$ cat src/rtl/mhfba_pkg.sv
`timescale 1ns / 1ps
// ----------------------------------------------------------------------------
// mhfba_pkg: shared types and constants of the free-block allocator
// Heap geometry, per-level token and write-back items, RAM request bundle.
// ----------------------------------------------------------------------------
package mhfba_pkg;

  // Heap capacity and block number space
  localparam int HEAP_DEPTH = 1024;
  localparam int BLOCK_BITS = 32;

  // Fixed field widths
  localparam int ENTRY_W  = 32;
  localparam int COUNT_W  = 11;
  localparam int STATUS_W = 2;

  // Derived geometry: one cell per heap level
  localparam int FILL_W    = $clog2(HEAP_DEPTH + 1);
  localparam int LVL_COUNT = $clog2(HEAP_DEPTH + 1);
  localparam int LVL_W     = $clog2(LVL_COUNT);
  localparam int IDX_W     = (LVL_COUNT - 1 > 2) ? LVL_COUNT - 1 : 2;
  localparam int ROW_W     = IDX_W - 1;
  localparam int CNT_W     = BLOCK_BITS + 1;

  localparam logic [CNT_W-1:0] BLK_LIMIT = CNT_W'(1) << BLOCK_BITS;

  // Operation codes
  localparam logic OP_ALLOC   = 1'b0;
  localparam logic OP_RELEASE = 1'b1;

  typedef enum logic [STATUS_W-1:0] {
    ST_OK      = 2'd0,
    ST_IGNORED = 2'd1,
    ST_FULL    = 2'd2,
    ST_NOBLK   = 2'd3
  } status_t;

  typedef enum logic {
    K_INS = 1'b0,
    K_DEL = 1'b1
  } tok_kind_t;

  // Item walking down the level chain
  //   insert: idx is the path node at this level, path = position + 1,
  //           tgt = level where the new slot lives
  //   delete: idx is the hole index one level up, size = heap fill
  typedef struct packed {
    logic               valid;
    tok_kind_t          kind;
    logic [IDX_W-1:0]   idx;
    logic [ENTRY_W-1:0] carry;
    logic [FILL_W-1:0]  path;
    logic [FILL_W-1:0]  size;
    logic [LVL_W-1:0]   tgt;
  } tok_t;

  // Write-back from a cell into the level above it
  typedef struct packed {
    logic               valid;
    logic [IDX_W-1:0]   idx;
    logic [ENTRY_W-1:0] data;
  } wb_t;

  // Direct entry read issued by the sequencer
  typedef struct packed {
    logic             en;
    logic [LVL_W-1:0] lvl;
    logic [IDX_W-1:0] idx;
  } probe_t;

  // Cell to level RAM request; a row holds two sibling entries
  typedef struct packed {
    logic [1:0]           wr_en;
    logic [ROW_W-1:0]     wr_row;
    logic [2*ENTRY_W-1:0] wr_data;
    logic                 rd_en;
    logic [ROW_W-1:0]     rd_row;
  } ram_req_t;

  typedef logic [LVL_COUNT-1:0][ENTRY_W-1:0] entry_vec_t;

  // Heap level of a position: floor(log2(p + 1))
  function automatic logic [LVL_W-1:0] lvl_of(input logic [FILL_W-1:0] p);
    logic [FILL_W-1:0] q;
    logic [LVL_W-1:0]  r;
    q = p + FILL_W'(1);
    r = '0;
    for (int b = 0; b < FILL_W; b++) begin
      if (q[b]) begin
        r = LVL_W'(b);
      end
    end
    return r;
  endfunction

  // Index of a position within its level
  function automatic logic [IDX_W-1:0] idx_of(input logic [FILL_W-1:0] p);
    logic [FILL_W-1:0] q;
    logic [LVL_W-1:0]  l;
    q = p + FILL_W'(1);
    l = lvl_of(p);
    return IDX_W'(q - (FILL_W'(1) << l));
  endfunction

  // Number of sibling-pair rows a level needs
  function automatic int level_rows(input int lvl);
    int cap;
    int ent;
    cap = 1 << lvl;
    ent = HEAP_DEPTH - (cap - 1);
    if (ent > cap) begin
      ent = cap;
    end
    return (ent + 1) >> 1;
  endfunction

endpackage

$ cat src/rtl/mhfba_ram.sv
`timescale 1ns / 1ps
// ----------------------------------------------------------------------------
// mhfba_ram: storage of one heap level
// Rows of two sibling entries, per-entry write enables, registered read.
// ----------------------------------------------------------------------------
module mhfba_ram
  import mhfba_pkg::*;
#(
  parameter int ROWS = 2,
  parameter int AW   = 1
) (
  input  logic                 clk,
  input  logic [1:0]           wr_en,
  input  logic [AW-1:0]        wr_row,
  input  logic [2*ENTRY_W-1:0] wr_data,
  input  logic                 rd_en,
  input  logic [AW-1:0]        rd_row,
  output logic [2*ENTRY_W-1:0] rd_data
);

  logic [1:0][ENTRY_W-1:0] mem [ROWS];

  // Write either half of a row
  always_ff @(posedge clk) begin
    if (wr_en[0]) begin
      mem[wr_row][0] <= wr_data[ENTRY_W-1:0];
    end
    if (wr_en[1]) begin
      mem[wr_row][1] <= wr_data[2*ENTRY_W-1:ENTRY_W];
    end
  end

  // Registered read of a full row
  always_ff @(posedge clk) begin
    if (rd_en) begin
      rd_data <= mem[rd_row];
    end
  end

endmodule

$ cat config.mk
export PLATFORM = sky130hd
export DESIGN_NAME = mhfba_ram
export DESIGN_NICKNAME = d
export VERILOG_FILES = /design/src/rtl/mhfba_pkg.sv /design/src/rtl/mhfba_ram.sv
export SDC_FILE = /design/constraint.sdc
export NUM_CORES = 1
export LEC_CHECK = 0
export ABC_AREA = 1
export BUFFER_PORTS_ARGS = -buffer_cell sky130_fd_sc_hd__buf_4
export CAP_MARGIN = 0
export CORE_ASPECT_RATIO = 1.5
export CORE_UTILIZATION = 54
export DETAILED_ROUTE_END_ITERATION = 7
export PLACE_DENSITY = 0.79
export SLEW_MARGIN = 20
export SYNTH_ARGS = -nofsm -noshare
export SYNTH_HDL_FRONTEND = slang
export SYNTH_SLANG_ARGS = --single-unit
export TNS_END_PERCENT = 1
$ cat constraint.sdc
create_clock -name clk -period 2.5 [get_ports clk]
set_input_delay 0.125 -clock clk [delete_from_list [all_inputs] [get_ports clk]]
set_output_delay 0.125 -clock clk [all_outputs]
set_load 0.02 [all_outputs]
==> results.toml <==
[status]
status = "finished clean"

[grt]
grt_pass1_vias = 4029
gr-total-overflow = 0
grt_antenna_before_repair = 0
grt_pass1_wl_mm = 19.0
track_usage_pct = 20.5
grt_max_degree = 65

[clock_tree]
path_clk_slew_ns = 0.07
clkLatencyLatePin_ns = 0.42
cts_buffers = 17
clockBufferDepth = 2
post_cts_buffers = 0
h-tree-depth = 4
cts_resized = 0
hold_buffers = 64
cts_tree = "done"
root_buffer = "clkbuf_16"
numClockSinks = 192

[timing]
slew_violations = 0
finalSetupViolations = 0
fmax_ghz = 0.887
fin_crit_sh_pct = 45.1
rsz0062_at_grt = "no"
slew_headroom_pct = 38.6
fin_worst_skew_ns = 0.00814
worstMarginPinSlew_ns = 0.919
min_period_ns = 1.13
finalHoldViolations = 0
setup_tns_ns = 0
fin_ws_ns = 1.37

[setup_path]
crit_family = "flip-flops"
timing.rr.start = "mem[0][60]"
end_kind = "output pin"
path_depth = 1
crit-reg2reg-capture = "rd_data[60]"
cp_slowest_cell = "edfxtp_1"
worstSetupPathType = "reg -> out"
path_max_fanout = 1
worstPathArrival_ns = 1.00
worstPathBufferInverterCount = 1
path_cells = "buf_4"
r2r_slack_ns = 1.68
r2r_cells = 2
start_kind = "register"
cpPeakStageDelay_ns = 0.41
critical_path_required_ns = 2.38

[power_and_ir_drop]
switching_share_pct = 21.3
pwr-share-seq_pct = 54.9
ir_worst_vdd_v = 0.000524
p_leak_nw = 3.65
comb_power_share_pct = 8.5
power_density_nw_per_um2 = 784
clkPwrFrac_pct = 36.6
switching_power_mw = 1.50
power.internal_mw = 5.54

[final_layout]
utilization_pct = 74.7
fin_area_um2 = 8980
nNetsFinal = 685
final_common_cell = "nand2_1"
drive_gt1_share_pct = 27.1
area_delta_synth_final_pct = 35.2
nFillCells = 736
final_cell_mix = "nand2_1, edfxtp_1, buf_4, dlygate4sd3_1, clkbuf_16"
antenna_cells = 0

[drt]
avgViaCountPerCell = 4.92
wl_per_cell_um = 16.1
drt_iter0_markers = 174
ant_nets = 0
drt-total-wl_mm = 12.5
drc = 0
dr_total_vias = 3834
firstDrtPassIters = 4

[hold_path]
min_path_type = "in -> reg"
hp-start = "wr_row"
whs_path_depth = 2
holdPathEnd = "mem[0][47]"

[floorplanning]
start_util_pct = 55.3
row_count = 49
coreArea_um2 = 12000
dieArea_um2 = 12800
die_w_um = 92.5
die_y_um = 138
ios = 134

[synthesis]
yosys.cell_types.count = 8
ys_top_cells_by_area = "edfxtp_1, nand2_1, clkbuf_8, buf_2, inv_1"
synth_seq_cells = 192
syn_inst = 406
yosysSeqAreaShare_pct = 86.8
mappedNetlistArea_um2 = 6640
post_synth.cell_area_avg_um2 = 16.4
yosysWarningCount = 0
yosys.area.top_type_share_pct = 86.8
synth_top_cell_by_area = "edfxtp_1"
syn_nets = 476

[placement]
gp_congestion = 0.647
portBuffers = 133
dp_hpwl_mm = 7.31
pre_cts_slack_ns = 1.01
postPlaceCellArea_um2 = 7770

[run]
drv_cap = 0
==> registers in the layout, summed over array words and instances, names as in the netlist <==
| signal | count |
|---|---|
| mem | 128 |
| rd_data | 64 |
==> synthesized netlist by cell type <==
| library cell | n |
|---|---|
| nand2_1 | 194 |
| edfxtp_1 | 192 |
| buf_2 | 6 |
| clkbuf_8 | 6 |
| inv_1 | 4 |
| nor2_1 | 2 |
| buf_4 | 1 |
| inv_2 | 1 |
==> cells by family (layout without fill, tap and decap cells) <==
logic type	Yosys count	after routing	share of synthesized area [%]
buf+inv	18	239	2.09
flops	192	192	86.8
simple gates	196	196	11.1
==> how the worst max path moves through the flow <==
stage                           start     endpoint  slack (ns)
after floorplan              wr_en[0]    mem[0][0]        0.56
after CTS                 rd_data[42]  rd_data[42]        1.35
after detailed placement       wr_row   mem[1][49]        1.01
after global placement         wr_row   mem[1][43]        1.09
final                     rd_data[32]  rd_data[32]        1.37
after global routing      rd_data[32]  rd_data[32]        1.35
==> routing by layer <==
layer	GRT usage, %	part of all wire (%)	wire length, um	vias to the layer above
li1	-	-	-	1828
met1	21.8	38	4710	1840
met2	36.9	55	6840	128
met3	5.57	4.3	544	38
met4	10.9	3.5	442	0
met5	0	0	0	-
==> power groups by stage <==
stage	logic [mW]	clock network, mW	registers (mW)
finish	0.597	2.58	3.86
global route	0.645	2.72	3.88
CTS	0.600	2.62	3.87
detailed placement	0.517	0	3.93
global placement	0.497	0	3.92
floorplan	0.143	0	4.02
==> metrics by stage <==
stage	cells	total power, mW	hold slack (ns)
finish	780	7.04	0.224
global route	780	7.25	0.232
CTS	780	7.09	0.212
detailed placement	685	4.45	0.313
global placement	685	4.42	0.312
floorplan	406	4.16	0.224
==> cell type report <==
type	instances	area (um2)	area share, %
Timing Repair Buffer	203	1680	18.8
Clock inverter	14	140	1.56
Sequential cell	192	5770	64.2
Tap cell	153	191	2.13
Inverter	5	18.8	0.209
Multi-Input combinational cell	196	751	8.36
Clock buffer	17	425	4.74
Power figures use the tool's default switching activity.
