**src/rtl/mhfba_pkg.sv**
```systemverilog
`timescale 1ns / 1ps
// ----------------------------------------------------------------------------
// mhfba_pkg: shared types and constants of the free-block allocator
// Heap geometry, per-level token and write-back items, RAM request bundle.
// ----------------------------------------------------------------------------
package mhfba_pkg;

  // Heap capacity and block number space
  localparam int HEAP_DEPTH = 1024;
  localparam int BLOCK_BITS = 32;

  // Fixed field widths
  localparam int ENTRY_W  = 32;
  localparam int COUNT_W  = 11;
  localparam int STATUS_W = 2;

  // Derived geometry: one cell per heap level
  localparam int FILL_W    = $clog2(HEAP_DEPTH + 1);
  localparam int LVL_COUNT = $clog2(HEAP_DEPTH + 1);
  localparam int LVL_W     = $clog2(LVL_COUNT);
  localparam int IDX_W     = (LVL_COUNT - 1 > 2) ? LVL_COUNT - 1 : 2;
  localparam int ROW_W     = IDX_W - 1;
  localparam int CNT_W     = BLOCK_BITS + 1;

  localparam logic [CNT_W-1:0] BLK_LIMIT = CNT_W'(1) << BLOCK_BITS;

  // Operation codes
  localparam logic OP_ALLOC   = 1'b0;
  localparam logic OP_RELEASE = 1'b1;

  typedef enum logic [STATUS_W-1:0] {
    ST_OK      = 2'd0,
    ST_IGNORED = 2'd1,
    ST_FULL    = 2'd2,
    ST_NOBLK   = 2'd3
  } status_t;

  typedef enum logic {
    K_INS = 1'b0,
    K_DEL = 1'b1
  } tok_kind_t;

  // Item walking down the level chain
  //   insert: idx is the path node at this level, path = position + 1,
  //           tgt = level where the new slot lives
  //   delete: idx is the hole index one level up, size = heap fill
  typedef struct packed {
    logic               valid;
    tok_kind_t          kind;
    logic [IDX_W-1:0]   idx;
    logic [ENTRY_W-1:0] carry;
    logic [FILL_W-1:0]  path;
    logic [FILL_W-1:0]  size;
    logic [LVL_W-1:0]   tgt;
  } tok_t;

  // Write-back from a cell into the level above it
  typedef struct packed {
    logic               valid;
    logic [IDX_W-1:0]   idx;
    logic [ENTRY_W-1:0] data;
  } wb_t;

  // Direct entry read issued by the sequencer
  typedef struct packed {
    logic             en;
    logic [LVL_W-1:0] lvl;
    logic [IDX_W-1:0] idx;
  } probe_t;

  // Cell to level RAM request; a row holds two sibling entries
  typedef struct packed {
    logic [1:0]           wr_en;
    logic [ROW_W-1:0]     wr_row;
    logic [2*ENTRY_W-1:0] wr_data;
    logic                 rd_en;
    logic [ROW_W-1:0]     rd_row;
  } ram_req_t;

  typedef logic [LVL_COUNT-1:0][ENTRY_W-1:0] entry_vec_t;

  // Heap level of a position: floor(log2(p + 1))
  function automatic logic [LVL_W-1:0] lvl_of(input logic [FILL_W-1:0] p);
    logic [FILL_W-1:0] q;
    logic [LVL_W-1:0]  r;
    q = p + FILL_W'(1);
    r = '0;
    for (int b = 0; b < FILL_W; b++) begin
      if (q[b]) begin
        r = LVL_W'(b);
      end
    end
    return r;
  endfunction

  // Index of a position within its level
  function automatic logic [IDX_W-1:0] idx_of(input logic [FILL_W-1:0] p);
    logic [FILL_W-1:0] q;
    logic [LVL_W-1:0]  l;
    q = p + FILL_W'(1);
    l = lvl_of(p);
    return IDX_W'(q - (FILL_W'(1) << l));
  endfunction

  // Number of sibling-pair rows a level needs
  function automatic int level_rows(input int lvl);
    int cap;
    int ent;
    cap = 1 << lvl;
    ent = HEAP_DEPTH - (cap - 1);
    if (ent > cap) begin
      ent = cap;
    end
    return (ent + 1) >> 1;
  endfunction

endpackage

```
**src/rtl/mhfba_seq.sv**
```systemverilog
`timescale 1ns / 1ps
// ----------------------------------------------------------------------------
// mhfba_seq: item sequencer of the allocator
// Accepts items, keeps heap fill and the fresh block counter, reads the root
// and last entry, launches items into the level chain and issues results.
// ----------------------------------------------------------------------------
module mhfba_seq
  import mhfba_pkg::*;
(
  input  logic                clk,
  input  logic                rst,
  input  logic                start,
  input  logic                op,
  input  logic [ENTRY_W-1:0]  block_number,
  output logic                busy,
  input  logic                cfg_valid,
  output logic                cfg_ready,
  input  logic                cfg_data,
  output probe_t              probe,
  input  entry_vec_t          entry_all,
  output tok_t                tok_ins,
  output tok_t                tok_del,
  input  logic                chain_done,
  output logic                done,
  output logic [ENTRY_W-1:0]  granted_block,
  output logic [STATUS_W-1:0] status,
  output logic                from_free_list,
  output logic [COUNT_W-1:0]  free_count
);

  typedef enum logic [2:0] {
    S_IDLE,
    S_ROOT,
    S_LAST,
    S_LAUNCH,
    S_WAIT
  } sstate_t;

  sstate_t            state;
  logic [FILL_W-1:0]  fill;
  logic [CNT_W-1:0]   next_blk;
  logic               forget;
  logic               op_r;
  logic [ENTRY_W-1:0] root_r;
  status_t            status_r;
  logic [LVL_W-1:0]   last_lvl;

  assign busy      = state != S_IDLE;
  assign cfg_ready = 1'b1;
  assign status    = status_r;
  assign last_lvl  = lvl_of(fill);

  // Item control, counters and result registers
  always_ff @(posedge clk) begin
    if (rst) begin
      state          <= S_IDLE;
      fill           <= '0;
      next_blk       <= '0;
      forget         <= 1'b0;
      probe          <= '0;
      tok_ins        <= '0;
      tok_del        <= '0;
      done           <= 1'b0;
      granted_block  <= '0;
      status_r       <= ST_OK;
      from_free_list <= 1'b0;
      free_count     <= '0;
    end else begin
      probe.en      <= 1'b0;
      tok_ins.valid <= 1'b0;
      tok_del.valid <= 1'b0;
      done          <= 1'b0;
      if (cfg_valid) begin
        forget <= cfg_data;
      end
      case (state)
        S_IDLE: begin
          if (start) begin
            op_r           <= op;
            granted_block  <= '0;
            status_r       <= ST_OK;
            from_free_list <= 1'b0;
            free_count     <= COUNT_W'(fill);
            if (op == OP_ALLOC) begin
              if (fill != '0) begin
                fill      <= fill - FILL_W'(1);
                probe.en  <= 1'b1;
                probe.lvl <= '0;
                probe.idx <= '0;
                state     <= S_ROOT;
              end else if (next_blk == BLK_LIMIT) begin
                status_r <= ST_NOBLK;
                done     <= 1'b1;
              end else begin
                granted_block <= ENTRY_W'(next_blk);
                next_blk      <= next_blk + CNT_W'(1);
                done          <= 1'b1;
              end
            end else if (forget) begin
              status_r <= ST_IGNORED;
              done     <= 1'b1;
            end else if (fill >= FILL_W'(HEAP_DEPTH)) begin
              status_r <= ST_FULL;
              done     <= 1'b1;
            end else begin
              tok_ins.valid <= 1'b1;
              tok_ins.kind  <= K_INS;
              tok_ins.idx   <= '0;
              tok_ins.carry <= block_number;
              tok_ins.path  <= fill + FILL_W'(1);
              tok_ins.size  <= '0;
              tok_ins.tgt   <= lvl_of(fill);
              fill          <= fill + FILL_W'(1);
              state         <= S_WAIT;
            end
          end
        end
        S_ROOT: begin
          // root read in flight; fetch the last entry next
          probe.en  <= fill != '0;
          probe.lvl <= lvl_of(fill);
          probe.idx <= idx_of(fill);
          state     <= S_LAST;
        end
        S_LAST: begin
          root_r <= entry_all[0];
          if (fill == '0) begin
            granted_block  <= entry_all[0];
            from_free_list <= 1'b1;
            free_count     <= COUNT_W'(fill);
            done           <= 1'b1;
            state          <= S_IDLE;
          end else begin
            state <= S_LAUNCH;
          end
        end
        S_LAUNCH: begin
          // last entry fills the root hole and sifts down from level one
          tok_del.valid <= 1'b1;
          tok_del.kind  <= K_DEL;
          tok_del.idx   <= '0;
          tok_del.carry <= entry_all[last_lvl];
          tok_del.path  <= '0;
          tok_del.size  <= fill;
          tok_del.tgt   <= '0;
          state         <= S_WAIT;
        end
        S_WAIT: begin
          if (chain_done) begin
            granted_block  <= (op_r == OP_ALLOC) ? root_r : '0;
            from_free_list <= op_r == OP_ALLOC;
            free_count     <= COUNT_W'(fill);
            done           <= 1'b1;
            state          <= S_IDLE;
          end
        end
        default: begin
          state <= S_IDLE;
        end
      endcase
    end
  end

endmodule

```
**config.mk**
```make
export PLATFORM = sky130hd
export DESIGN_NAME = mhfba_seq
export DESIGN_NICKNAME = d
export VERILOG_FILES = /design/src/rtl/mhfba_pkg.sv /design/src/rtl/mhfba_seq.sv
export SDC_FILE = /design/constraint.sdc
export NUM_CORES = 1
export LEC_CHECK = 0
export CELL_PAD_IN_SITES_DETAIL_PLACEMENT = 1
export CELL_PAD_IN_SITES_GLOBAL_PLACEMENT = 1
export CORE_AREA = 2 2 228 230
export CTS_BUF_LIST = sky130_fd_sc_hd__clkbuf_4
export CTS_CLUSTER_SIZE = 28
export DETAILED_ROUTE_END_ITERATION = 6
export DIE_AREA = 0 0 230 232
export DONT_BUFFER_PORTS = 1
export HOLD_SLACK_MARGIN = 0.06
export PLACE_DENSITY_LB_ADDON = 0.1
export SETUP_SLACK_MARGIN = 0.02
export SYNTH_ARGS = -nofsm -noshare
export SYNTH_HDL_FRONTEND = slang
export SYNTH_SLANG_ARGS = --single-unit
```
**constraint.sdc**
```tcl
create_clock -name clk -period 7.6 [get_ports clk]
set_input_delay 0 -clock clk [delete_from_list [all_inputs] [get_ports clk]]
set_output_delay 0 -clock clk [all_outputs]
set_load 0.005 [all_outputs]
```
==> impl_results.md <==
* # DRC at 0
* Slew @ Worst Pin at 1.14 ns
* Top post-synthesis cells by area: dfxtp_1 (30%), edfxtp_1 (7.3%), nand2_1 (7.2%), nor2_1 (5.2%), a21oi_1 (4.6%)
* Top-area cell type share of the netlist area at 30.1%
* #FFs+latches synth at 236
* Mapped Area at 13500 µm²
* CTS sink count at 236
* CP Max Fanout at 39
* Grt ovf at 0
* Maximum vdd drop at 0.154 mV
* Area leader, netlist: dfxtp_1
* Initial antenna violation count at 16
* Layout fillers at 6080
* Max cap viols at 0
* Drt pass-1 iters at 5
* Count of flip-flops with a built-in enable after synthesis at 33
* Pin count of the biggest net entering global routing at 217
* Total wire length at 72.3 mm
* Leak Pwr at 6.41 nW
* Clk_lat worst skew at 0.77 ns
* Routability cong. at 0.945
* Max frequency at 0.153 GHz
* Gr usage total at 26.3%
* Final net count at 2322
* First-pass GRT wire length at 104 mm
* Dominant synthesized flop cell: dfxtp_1
* # H-tree levels at 3
* Worst path max stage delay at 0.86 ns
* Clk slew on worst S/H paths at 0.07 ns
* Die W at 230 µm
* CTS buffer count at 77
* CTS tree: built
* Postcts setup bufs at 0
* Area Overhead vs Synth at 32.1%
* Most used cell, CP: dlygate4sd3_1
* Post_cts resized at 0
* Fraction of registers with async set/reset at 0%
* Die height at 232 µm
* Port bufs at 0
* Hold_ws at 0.151 ns
* Die area at 53400 µm²
* Tmin final at 6.53 ns
* Clk buf depth at 3
* Overall Power at 4.97 mW
* Core area at 50900 µm²
* Vias/cell at 5.35
* PwrDens at 279 nW/µm²
* Crit path DAT at 7.23 ns
* Hold-fix buffers, CTS at 296
* Final Skew at 0.0520 ns
* Final worst path period share at 86.0%
* Slowest cell on the critical path: o311a_2
* Part of the Yosys area used for sequential elements at 37.5%
* Via Count at 14300
* CTS root buf: clkbuf_4
* I/O Pins at 595
* Worst Path Buf+Inv at 5
* Post-Route Setup TNS at 0 ns
* Synth Instances at 1667
* Dpl hpwl at 52.0 mm
* Antenna Violating Nets Remaining at 0
* Synth top cells by count: nand2_1 (258), dfxtp_1 (203), nor2_1 (188)
* Share of cells above drive strength 1 at 10.0%
* # rows at 83
* Crit Path Category: reg2reg
* RSZ-0062 raised after global routing: false
* Count leader, synth: nand2_1
* Slew Viols, Final at 0
* Wirelength per Cell at 27.1 µm
* CP required at 8.30 ns
* Yosys cell types at 83
* DRT iter0 DRCs at 832
* Syn_area_per_cell at 8.09 µm²
* Setup violators final at 0
* Hold WC Path Type: in2reg
* Rel. slew slack at 23.7%
* Yosys warns at 0
* CP delay by family, top: buffers and inverters
* Vias in the first global route at 14800
* Fin. Hold Viols at 0
* Initial Util at 26.5%
* Status: finished, final reports clean
* Crit-path cells: ha_1 -> and3_1 -> xnor2_2 -> inv_1 -> a31oi_1 -> o311a_2 -> and4_1 -> nand2_1 -> dlygate4sd3_1 -> o211a_1 -> dlygate4sd3_1 -> a311oi_1 -> dlygate4sd3_1 -> dlygate4sd3_1
* CP Capture Type: register
* Worst Setup Start Kind: register
==> cells in the final DEF (no fill, tap or decap), drive strengths merged, types with 6 or more instances in the layout <==
master,count
clkinv,13
inv,29
a221o,33
nor3,26
diode,15
o31ai,14
nor2,191
nand3,46
a221oi,18
nand2,260
and3,15
a311oi,42
o21bai,8
clkbuf,123
xor2,20
ha,14
and4,9
nor4,7
edfxtp,33
o211a,21
dlygate4sd3,294
o21ai,62
a21boi,8
and2,13
a211oi,23
nor2b,7
conb,48
a22oi,49
a31oi,21
a2111oi,6
a21oi,124
mux2i,29
dfxtp,203
xnor2,30
mux2,21
or3,11
nand2b,6
nand4,18
buf,19
==> worst register-to-register path: stages (launching register included) <==
cell and delay [ns]:
dfxtp_1 0.72, ha_1 0.39, and3_1 0.32, xnor2_2 0.20, inv_1 0.11, a31oi_1 0.38
o311a_2 0.86, and4_1 0.79, nand2_1 0.13, dlygate4sd3_1 0.59, o211a_1 0.13, dlygate4sd3_1 0.56
a311oi_1 0.20, dlygate4sd3_1 0.58, dlygate4sd3_1 0.54
==> layer usage <==
layer  routed length (µm)  global-route usage, %  up-vias
met5                   20                      0        -
met4                 1780                   7.82        4
met3                 5810                   8.18      126
met2                34500                   44.5      584
met1                30200                   32.1     7054
li1                     -                      -     6511
==> kinds of logic (layout without fill, tap and decap cells) <==
kind of cell	after synthesis	in the layout	share of synthesized area, %
compound gates	469	469	24.6
xor+xnor	50	50	3.47
fa+ha+maj	15	15	1.45
buf+inv	217	480	8.18
flops	236	236	37.5
mux	50	50	3.91
other cells	2	63	0.0557
simple gates	628	628	20.9
==> power by group <==
part | internal, mW | switching, mW | leakage (nW) | total [mW]
clock network | 0.799 | 0.635 | 0.629 | 1.43
logic | 0.766 | 1.34 | 3.84 | 2.11
registers | 1.33 | 0.100 | 1.95 | 1.43
==> metrics by stage <==
stage               util [%]  worst slack, ns  instance area, µm²  cells
detailed placement      27.0             1.85               13700   2221
global placement        27.0             2.13               13700   2221
CTS                     34.9             1.17               17800   2656
floorplan                  -             3.56               13700   1713
global route            35.0            0.747               17800   2664
finish                  35.0             1.07               17800   2671
==> registers in the layout, summed over array words and instances, names as in the netlist, 2 cells and up <==
| name | cells |
|---|---|
| probe | 15 |
| granted_block | 32 |
| next_blk | 33 |
| tok_del | 45 |
| state | 3 |
| status | 2 |
| fill | 11 |
| free_count | 11 |
| root_r | 32 |
| tok_ins | 48 |
==> worst paths after layout <==
check / cells after the start / end / from / slack (ns)
min: 1 / root_r[30] / entry_all[30] / 0.15
min reg2reg: 2 / tok_ins[31] / tok_ins[31] / 0.48
max: 14 / tok_del[27] / fill[0] / 1.07
max reg2reg: 14 / tok_del[27] / fill[0] / 1.07
==> cell type report <==
cell class / instances / area [µm²] / area share [%]
diodes: 15 / 37.5 / 0.211
flip-flops and latches: 236 / 5050 / 28.4
well taps: 680 / 851 / 4.78
inverters: 28 / 105 / 0.590
multi-input cells: 1260 / 7600 / 42.7
clock inverters: 16 / 125 / 0.702
repair buffers: 313 / 3120 / 17.5
clock buffers: 123 / 923 / 5.18
No activity file was read; power rests on OpenSTA's default activity.
