**src/rtl/mhfba_pkg.sv**
```systemverilog
`timescale 1ns / 1ps
// ----------------------------------------------------------------------------
// mhfba_pkg: shared types and constants of the free-block allocator
// Heap geometry, per-level token and write-back items, RAM request bundle.
// ----------------------------------------------------------------------------
package mhfba_pkg;

  // Heap capacity and block number space
  localparam int HEAP_DEPTH = 1024;
  localparam int BLOCK_BITS = 32;

  // Fixed field widths
  localparam int ENTRY_W  = 32;
  localparam int COUNT_W  = 11;
  localparam int STATUS_W = 2;

  // Derived geometry: one cell per heap level
  localparam int FILL_W    = $clog2(HEAP_DEPTH + 1);
  localparam int LVL_COUNT = $clog2(HEAP_DEPTH + 1);
  localparam int LVL_W     = $clog2(LVL_COUNT);
  localparam int IDX_W     = (LVL_COUNT - 1 > 2) ? LVL_COUNT - 1 : 2;
  localparam int ROW_W     = IDX_W - 1;
  localparam int CNT_W     = BLOCK_BITS + 1;

  localparam logic [CNT_W-1:0] BLK_LIMIT = CNT_W'(1) << BLOCK_BITS;

  // Operation codes
  localparam logic OP_ALLOC   = 1'b0;
  localparam logic OP_RELEASE = 1'b1;

  typedef enum logic [STATUS_W-1:0] {
    ST_OK      = 2'd0,
    ST_IGNORED = 2'd1,
    ST_FULL    = 2'd2,
    ST_NOBLK   = 2'd3
  } status_t;

  typedef enum logic {
    K_INS = 1'b0,
    K_DEL = 1'b1
  } tok_kind_t;

  // Item walking down the level chain
  //   insert: idx is the path node at this level, path = position + 1,
  //           tgt = level where the new slot lives
  //   delete: idx is the hole index one level up, size = heap fill
  typedef struct packed {
    logic               valid;
    tok_kind_t          kind;
    logic [IDX_W-1:0]   idx;
    logic [ENTRY_W-1:0] carry;
    logic [FILL_W-1:0]  path;
    logic [FILL_W-1:0]  size;
    logic [LVL_W-1:0]   tgt;
  } tok_t;

  // Write-back from a cell into the level above it
  typedef struct packed {
    logic               valid;
    logic [IDX_W-1:0]   idx;
    logic [ENTRY_W-1:0] data;
  } wb_t;

  // Direct entry read issued by the sequencer
  typedef struct packed {
    logic             en;
    logic [LVL_W-1:0] lvl;
    logic [IDX_W-1:0] idx;
  } probe_t;

  // Cell to level RAM request; a row holds two sibling entries
  typedef struct packed {
    logic [1:0]           wr_en;
    logic [ROW_W-1:0]     wr_row;
    logic [2*ENTRY_W-1:0] wr_data;
    logic                 rd_en;
    logic [ROW_W-1:0]     rd_row;
  } ram_req_t;

  typedef logic [LVL_COUNT-1:0][ENTRY_W-1:0] entry_vec_t;

  // Heap level of a position: floor(log2(p + 1))
  function automatic logic [LVL_W-1:0] lvl_of(input logic [FILL_W-1:0] p);
    logic [FILL_W-1:0] q;
    logic [LVL_W-1:0]  r;
    q = p + FILL_W'(1);
    r = '0;
    for (int b = 0; b < FILL_W; b++) begin
      if (q[b]) begin
        r = LVL_W'(b);
      end
    end
    return r;
  endfunction

  // Index of a position within its level
  function automatic logic [IDX_W-1:0] idx_of(input logic [FILL_W-1:0] p);
    logic [FILL_W-1:0] q;
    logic [LVL_W-1:0]  l;
    q = p + FILL_W'(1);
    l = lvl_of(p);
    return IDX_W'(q - (FILL_W'(1) << l));
  endfunction

  // Number of sibling-pair rows a level needs
  function automatic int level_rows(input int lvl);
    int cap;
    int ent;
    cap = 1 << lvl;
    ent = HEAP_DEPTH - (cap - 1);
    if (ent > cap) begin
      ent = cap;
    end
    return (ent + 1) >> 1;
  endfunction

endpackage

```
**src/rtl/mhfba_cell.sv**
```systemverilog
`timescale 1ns / 1ps
// ----------------------------------------------------------------------------
// mhfba_cell: one heap level
// Takes an insert or delete item from the level above, compares against its
// own RAM, writes back upward and hands the item to the level below.
// ----------------------------------------------------------------------------
module mhfba_cell
  import mhfba_pkg::*;
(
  input  logic                 clk,
  input  logic                 rst,
  input  logic [LVL_W-1:0]     level,
  input  tok_t                 tok_in,
  output tok_t                 tok_out,
  input  wb_t                  wb_in,
  output wb_t                  wb_out,
  input  probe_t               probe,
  output logic [ENTRY_W-1:0]   entry,
  output logic                 done,
  output ram_req_t             ram_req,
  input  logic [2*ENTRY_W-1:0] ram_rdata
);

  typedef enum logic {
    C_IDLE = 1'b0,
    C_CMP  = 1'b1
  } cstate_t;

  cstate_t state;
  tok_t    tok_r;
  logic    half_r;

  logic [FILL_W-1:0]  base;
  logic [FILL_W-1:0]  in_lc;
  logic               in_leaf;
  logic               in_at_tgt;
  logic               probe_hit;
  logic [ENTRY_W-1:0] r_lo;
  logic [ENTRY_W-1:0] r_hi;
  logic [ENTRY_W-1:0] node;
  logic               ins_swap;
  logic [LVL_W-1:0]   path_sh;
  logic [FILL_W-1:0]  path_shifted;
  logic [FILL_W-1:0]  rc;
  logic               pick_hi;
  logic [ENTRY_W-1:0] pick;
  logic               del_stop;

  // Position arithmetic for this level
  assign base      = (FILL_W'(1) << level) - FILL_W'(1);
  assign in_lc     = base + FILL_W'({tok_in.idx, 1'b0});
  assign in_leaf   = in_lc >= tok_in.size;
  assign in_at_tgt = tok_in.tgt == level;
  assign probe_hit = probe.en && (probe.lvl == level);

  // Read data and compare stage
  assign r_lo         = ram_rdata[ENTRY_W-1:0];
  assign r_hi         = ram_rdata[2*ENTRY_W-1:ENTRY_W];
  assign node         = tok_r.idx[0] ? r_hi : r_lo;
  assign ins_swap     = tok_r.carry < node;
  assign path_sh      = tok_r.tgt - level - LVL_W'(1);
  assign path_shifted = tok_r.path >> path_sh;
  assign rc           = base + FILL_W'({tok_r.idx, 1'b0}) + FILL_W'(1);
  assign pick_hi      = (rc < tok_r.size) && !(r_lo < r_hi);
  assign pick         = pick_hi ? r_hi : r_lo;
  assign del_stop     = pick >= tok_r.carry;

  assign entry = half_r ? r_hi : r_lo;

  // RAM port control
  always_comb begin
    ram_req = '0;
    if (state == C_IDLE) begin
      if (tok_in.valid) begin
        if (tok_in.kind == K_INS) begin
          if (in_at_tgt) begin
            ram_req.wr_en   = tok_in.idx[0] ? 2'b10 : 2'b01;
            ram_req.wr_row  = tok_in.idx[IDX_W-1:1];
            ram_req.wr_data = {tok_in.carry, tok_in.carry};
          end else begin
            ram_req.rd_en  = 1'b1;
            ram_req.rd_row = tok_in.idx[IDX_W-1:1];
          end
        end else if (!in_leaf) begin
          // children of hole j sit together in row j
          ram_req.rd_en  = 1'b1;
          ram_req.rd_row = tok_in.idx[ROW_W-1:0];
        end
      end else if (wb_in.valid) begin
        ram_req.wr_en   = wb_in.idx[0] ? 2'b10 : 2'b01;
        ram_req.wr_row  = wb_in.idx[IDX_W-1:1];
        ram_req.wr_data = {wb_in.data, wb_in.data};
      end else if (probe_hit) begin
        ram_req.rd_en  = 1'b1;
        ram_req.rd_row = probe.idx[IDX_W-1:1];
      end
    end else if (tok_r.kind == K_INS && ins_swap) begin
      ram_req.wr_en   = tok_r.idx[0] ? 2'b10 : 2'b01;
      ram_req.wr_row  = tok_r.idx[IDX_W-1:1];
      ram_req.wr_data = {tok_r.carry, tok_r.carry};
    end
  end

  // Cell sequencing and handoff registers
  always_ff @(posedge clk) begin
    if (rst) begin
      state   <= C_IDLE;
      tok_out <= '0;
      wb_out  <= '0;
      done    <= 1'b0;
    end else begin
      tok_out.valid <= 1'b0;
      wb_out.valid  <= 1'b0;
      done          <= 1'b0;
      case (state)
        C_IDLE: begin
          if (tok_in.valid) begin
            tok_r <= tok_in;
            if (tok_in.kind == K_INS) begin
              if (in_at_tgt) begin
                done <= 1'b1;
              end else begin
                state <= C_CMP;
              end
            end else if (in_leaf) begin
              // hole has no children: last entry lands in it
              wb_out.valid <= 1'b1;
              wb_out.idx   <= tok_in.idx;
              wb_out.data  <= tok_in.carry;
              done         <= 1'b1;
            end else begin
              state <= C_CMP;
            end
          end
          if (probe_hit) begin
            half_r <= probe.idx[0];
          end
        end
        C_CMP: begin
          state <= C_IDLE;
          if (tok_r.kind == K_INS) begin
            // keep the smaller value here, carry the larger one down
            tok_out.valid <= 1'b1;
            tok_out.kind  <= K_INS;
            tok_out.idx   <= IDX_W'({tok_r.idx, path_shifted[0]});
            tok_out.carry <= ins_swap ? node : tok_r.carry;
            tok_out.path  <= tok_r.path;
            tok_out.size  <= tok_r.size;
            tok_out.tgt   <= tok_r.tgt;
          end else if (del_stop) begin
            wb_out.valid <= 1'b1;
            wb_out.idx   <= tok_r.idx;
            wb_out.data  <= tok_r.carry;
            done         <= 1'b1;
          end else begin
            // smaller child moves up, hole moves down to it
            wb_out.valid  <= 1'b1;
            wb_out.idx    <= tok_r.idx;
            wb_out.data   <= pick;
            tok_out.valid <= 1'b1;
            tok_out.kind  <= K_DEL;
            tok_out.idx   <= IDX_W'({tok_r.idx, pick_hi});
            tok_out.carry <= tok_r.carry;
            tok_out.path  <= tok_r.path;
            tok_out.size  <= tok_r.size;
            tok_out.tgt   <= tok_r.tgt;
          end
        end
        default: begin
          state <= C_IDLE;
        end
      endcase
    end
  end

endmodule

```
**config.mk**
```make
export PLATFORM = sky130hd
export DESIGN_NAME = mhfba_cell
export DESIGN_NICKNAME = d
export VERILOG_FILES = /design/src/rtl/mhfba_pkg.sv /design/src/rtl/mhfba_cell.sv
export SDC_FILE = /design/constraint.sdc
export NUM_CORES = 1
export LEC_CHECK = 0
export BUFFER_PORTS_ARGS = -buffer_cell sky130_fd_sc_hd__buf_2
export CAP_MARGIN = 20
export CORE_MARGIN = 5
export CORE_UTILIZATION = 40
export DETAILED_ROUTE_END_ITERATION = 12
export HOLD_SLACK_MARGIN = 0.06
export PLACE_DENSITY = 0.7
export SLEW_MARGIN = 40
export SYNTH_ARGS = -nofsm -noshare
export SYNTH_HDL_FRONTEND = slang
export SYNTH_SLANG_ARGS = --single-unit
```
**constraint.sdc**
```tcl
create_clock -name clk -period 8.6 [get_ports clk]
set_clock_uncertainty 0.2 [all_clocks]
set_input_delay 0 -clock clk [delete_from_list [all_inputs] [get_ports clk]]
set_output_delay 0 -clock clk [all_outputs]
set_load 0.05 [all_outputs]
```
==> impl_metrics.json <==
{
  "syn_to_final_growth_pct": 34.8,
  "grtUsageTotal_pct": 28.5,
  "synth_edf_count": 70,
  "cts_max_path_buffers": 2,
  "drtAntennaViolNets": 0,
  "layout_setup_ws_ps": 1040,
  "leakagePower_nw": 8.25,
  "dieArea_um2": 37000,
  "drive_gt1_share_pct": 28.1,
  "required_ps": 8760,
  "fp.coreArea_um2": 32700,
  "slew_headroom_pct": 39.0,
  "via_per_inst": 5.76,
  "synthFlopType": "dfxtp_1",
  "synth_nets": 1798,
  "seq_area_frac_synth_pct": 33.1,
  "cts_hold_buf": 174,
  "outcome": "finished clean",
  "critPathTopFamily": "compound AO/OA/AOI/OAI gates",
  "ys.warnings.count": 0,
  "die_x_um": 192,
  "multi_input_area_um2": 7830,
  "path_class": "in -> reg",
  "nets": 2320,
  "overflow": 0,
  "avgSynthCellArea_um2": 9.11,
  "grt_max_degree": 93,
  "slew_viol_final": 0,
  "final_cell_mix": "buf_2 (428), dlygate4sd3_1 (174), inv_1 (142)",
  "grt_pass1_vias": 14051,
  "period_share_pct": 87.9,
  "vias": 14056,
  "cp-start-kind": "primary input",
  "syn_inst": 1460,
  "max_freq_ghz": 0.132,
  "slowest_delay_ps": 610,
  "wirelength_um": 55200,
  "cp_slowest_cell": "or4_1",
  "r2r_slack_ps": 1260,
  "synth_top_area_cell": "dfxtp_1",
  "reg2reg_from": "tok_r[58]",
  "irDropWorstVdd_mv": 0.137,
  "hold_viol": 0,
  "gp_congestion": 0.904,
  "h-tree-depth": 4,
  "power_density_nw_per_um2": 182,
  "period_needed_ps": 7560,
  "layout_commonest_cell": "buf_2",
  "setup_viol": 0,
  "finish.utilization_pct": 54.8,
  "synthArstFlopShare_pct": 0,
  "drc": 0,
  "p_int_mw": 1.87,
  "switching_power_mw": 1.39,
  "crit_start": "level[2]",
  "clock_power_share_pct": 24.4,
  "cts_resized": 0,
  "regArea_um2": 4400,
  "worst_slew_pin_slew_ps": 913,
  "dp_slack_ps": 653,
  "p_comb_share_pct": 43.2,
  "initialDrtViolationCount": 1166,
  "clkSinkCount": 185,
  "synth_cell_type_count": 69,
  "p_seq_share_pct": 32.5,
  "numCtsBuffers": 17,
  "synthesis.area_um2": 13300,
  "cp_num_buf_inv": 3,
  "min_from": "tok_in[21]",
  "synth_area_leaders": "dfxtp_1 (17%), edfxtp_1 (16%), ha_1 (13%)",
  "hold_path.class": "in -> reg",
  "rsz0062_at_grt": "no",
  "fill_cells": 2915,
  "post_cts_buffers": 0,
  "end_kind": "register",
  "cts_root_buf": "clkbuf_16",
  "synth-seq-cells": 185,
  "drtPass1Iterations": 5,
  "hpwlAfterDp_um": 39500,
  "fin_tns_setup_ps": 0,
  "initial_utilization_pct": 40.7,
  "cts_tree": "built",
  "grt_pass1_wl_um": 80800,
  "die_h_um": 192,
  "drt-wirelength-per-cell_um": 22.6,
  "clkLatencyLatePin_ps": 450,
  "swShare_pct": 42.5,
  "io_pins": 429,
  "arrival_ps": 7720,
  "drv_cap": 0,
  "io_buffer_count": 428,
  "clk_pin_slew_ps": 70,
  "crit_fanout": 24,
  "antenna_found_initial": 2,
  "yosysTopAreaCellShare_pct": 17.3,
  "num_rows": 66
}
==> registers in the layout (all words and copies together), names as in the netlist <==
register	cells
half_r	1
tok_r	69
tok_out	70
done	1
state	1
wb_out	43
==> path summary, 6_finish.rpt <==
kind / endpoint / cells after the start
worst min-delay path: tok_r[21] / 2
worst max-delay path: tok_out[62] / 30
worst max register to register: tok_out[62] / 25
worst min register to register: tok_out[66] / 2
==> worst register-to-register path: stages, from the launching register on <==
cell and delay (ps):
edfxtp_1 360, buf_4 610, ha_1 370, a21oi_1 280
o211ai_1 150, a31oi_1 270, o21bai_1 110, a21oi_1 180
xnor2_1 150, ha_1 270, a21o_1 160, a21oi_1 190
o2111ai_1 140, nand2_1 140, o21ai_4 240, buf_4 310
mux2_2 310, ha_1 290, a21oi_1 190, o211ai_1 150
a211o_1 290, a41oi_1 280, o21ai_2 280, a21boi_4 600
buf_4 490, mux2i_1 260
==> cells by family (layout without fill, tap and decap cells) <==
kind of cell	count (synthesis)	count (layout)	share of synthesized area, %
XOR/XNOR	29	29	1.91
buffers and inverters	261	796	8.60
flip-flops	185	185	33.1
other	0	2	0
adder cells (fa/ha/maj)	140	140	13.3
multiplexers	143	143	11.6
AND/OR/NAND/NOR	282	282	9.32
AO/OA/AOI/OAI	420	420	22.2
==> power groups by stage <==
stage	clock [mW]	combinational [mW]	sequential [mW]
6_report	0.793	1.41	1.06
2_1_floorplan	0	0.710	1.29
5_1_grt	0.837	1.50	1.07
4_1_cts	0.800	1.39	1.06
3_5_place_dp	0	1.30	1.07
3_3_place_gp	0	1.27	1.07
==> final cells by class <==
type | count | area share, %
inverters | 144 | 3.03
clock buffers | 17 | 2.37
diodes | 2 | 0.0279
repair buffers | 620 | 22.4
flip-flops and latches | 185 | 24.6
clock inverters | 15 | 0.796
well taps | 442 | 3.09
multi-input cells | 1014 | 43.7
==> layer usage <==
layer / vias to the layer above / wire length, um / global-route usage (%)
li1: 6413 / - / -
met1: 6715 / 22100 / 35.1
met2: 766 / 25900 / 47.6
met3: 162 / 4520 / 6.19
met4: 0 / 2680 / 13.0
met5: - / 0 / 0
==> cell usage after synthesis (10+ instances only) <==
cell type / count
mux2_2: 63
a21oi_1: 95
a311o_1: 19
dfxtp_1: 115
clkbuf_1: 62
a21o_1: 12
nand4_1: 16
xnor2_1: 20
nor2_1: 74
edfxtp_1: 70
buf_4: 35
a211oi_1: 13
ha_1: 138
nand3_1: 10
nand2_1: 131
o21ai_0: 70
inv_1: 143
a221oi_1: 20
mux2i_1: 77
o221ai_1: 46
a22oi_1: 52
nor3_1: 13
o2bb2ai_1: 31
==> stage by stage <==
| stage | cell area (um2) | std cells | hold WS (ps) | power (mW) |
|---|---|---|---|---|
| after floorplan | 13300 | 1460 | -101 | 2.00 |
| after global placement | 15600 | 2231 | -19.5 | 2.35 |
| after detailed placement | 15600 | 2231 | -21.3 | 2.37 |
| after CTS | 17900 | 2437 | 63.5 | 3.25 |
| after global routing | 17900 | 2439 | 73.8 | 3.40 |
| final | 17900 | 2439 | 90.0 | 3.26 |
Power figures use the tool's default switching activity.
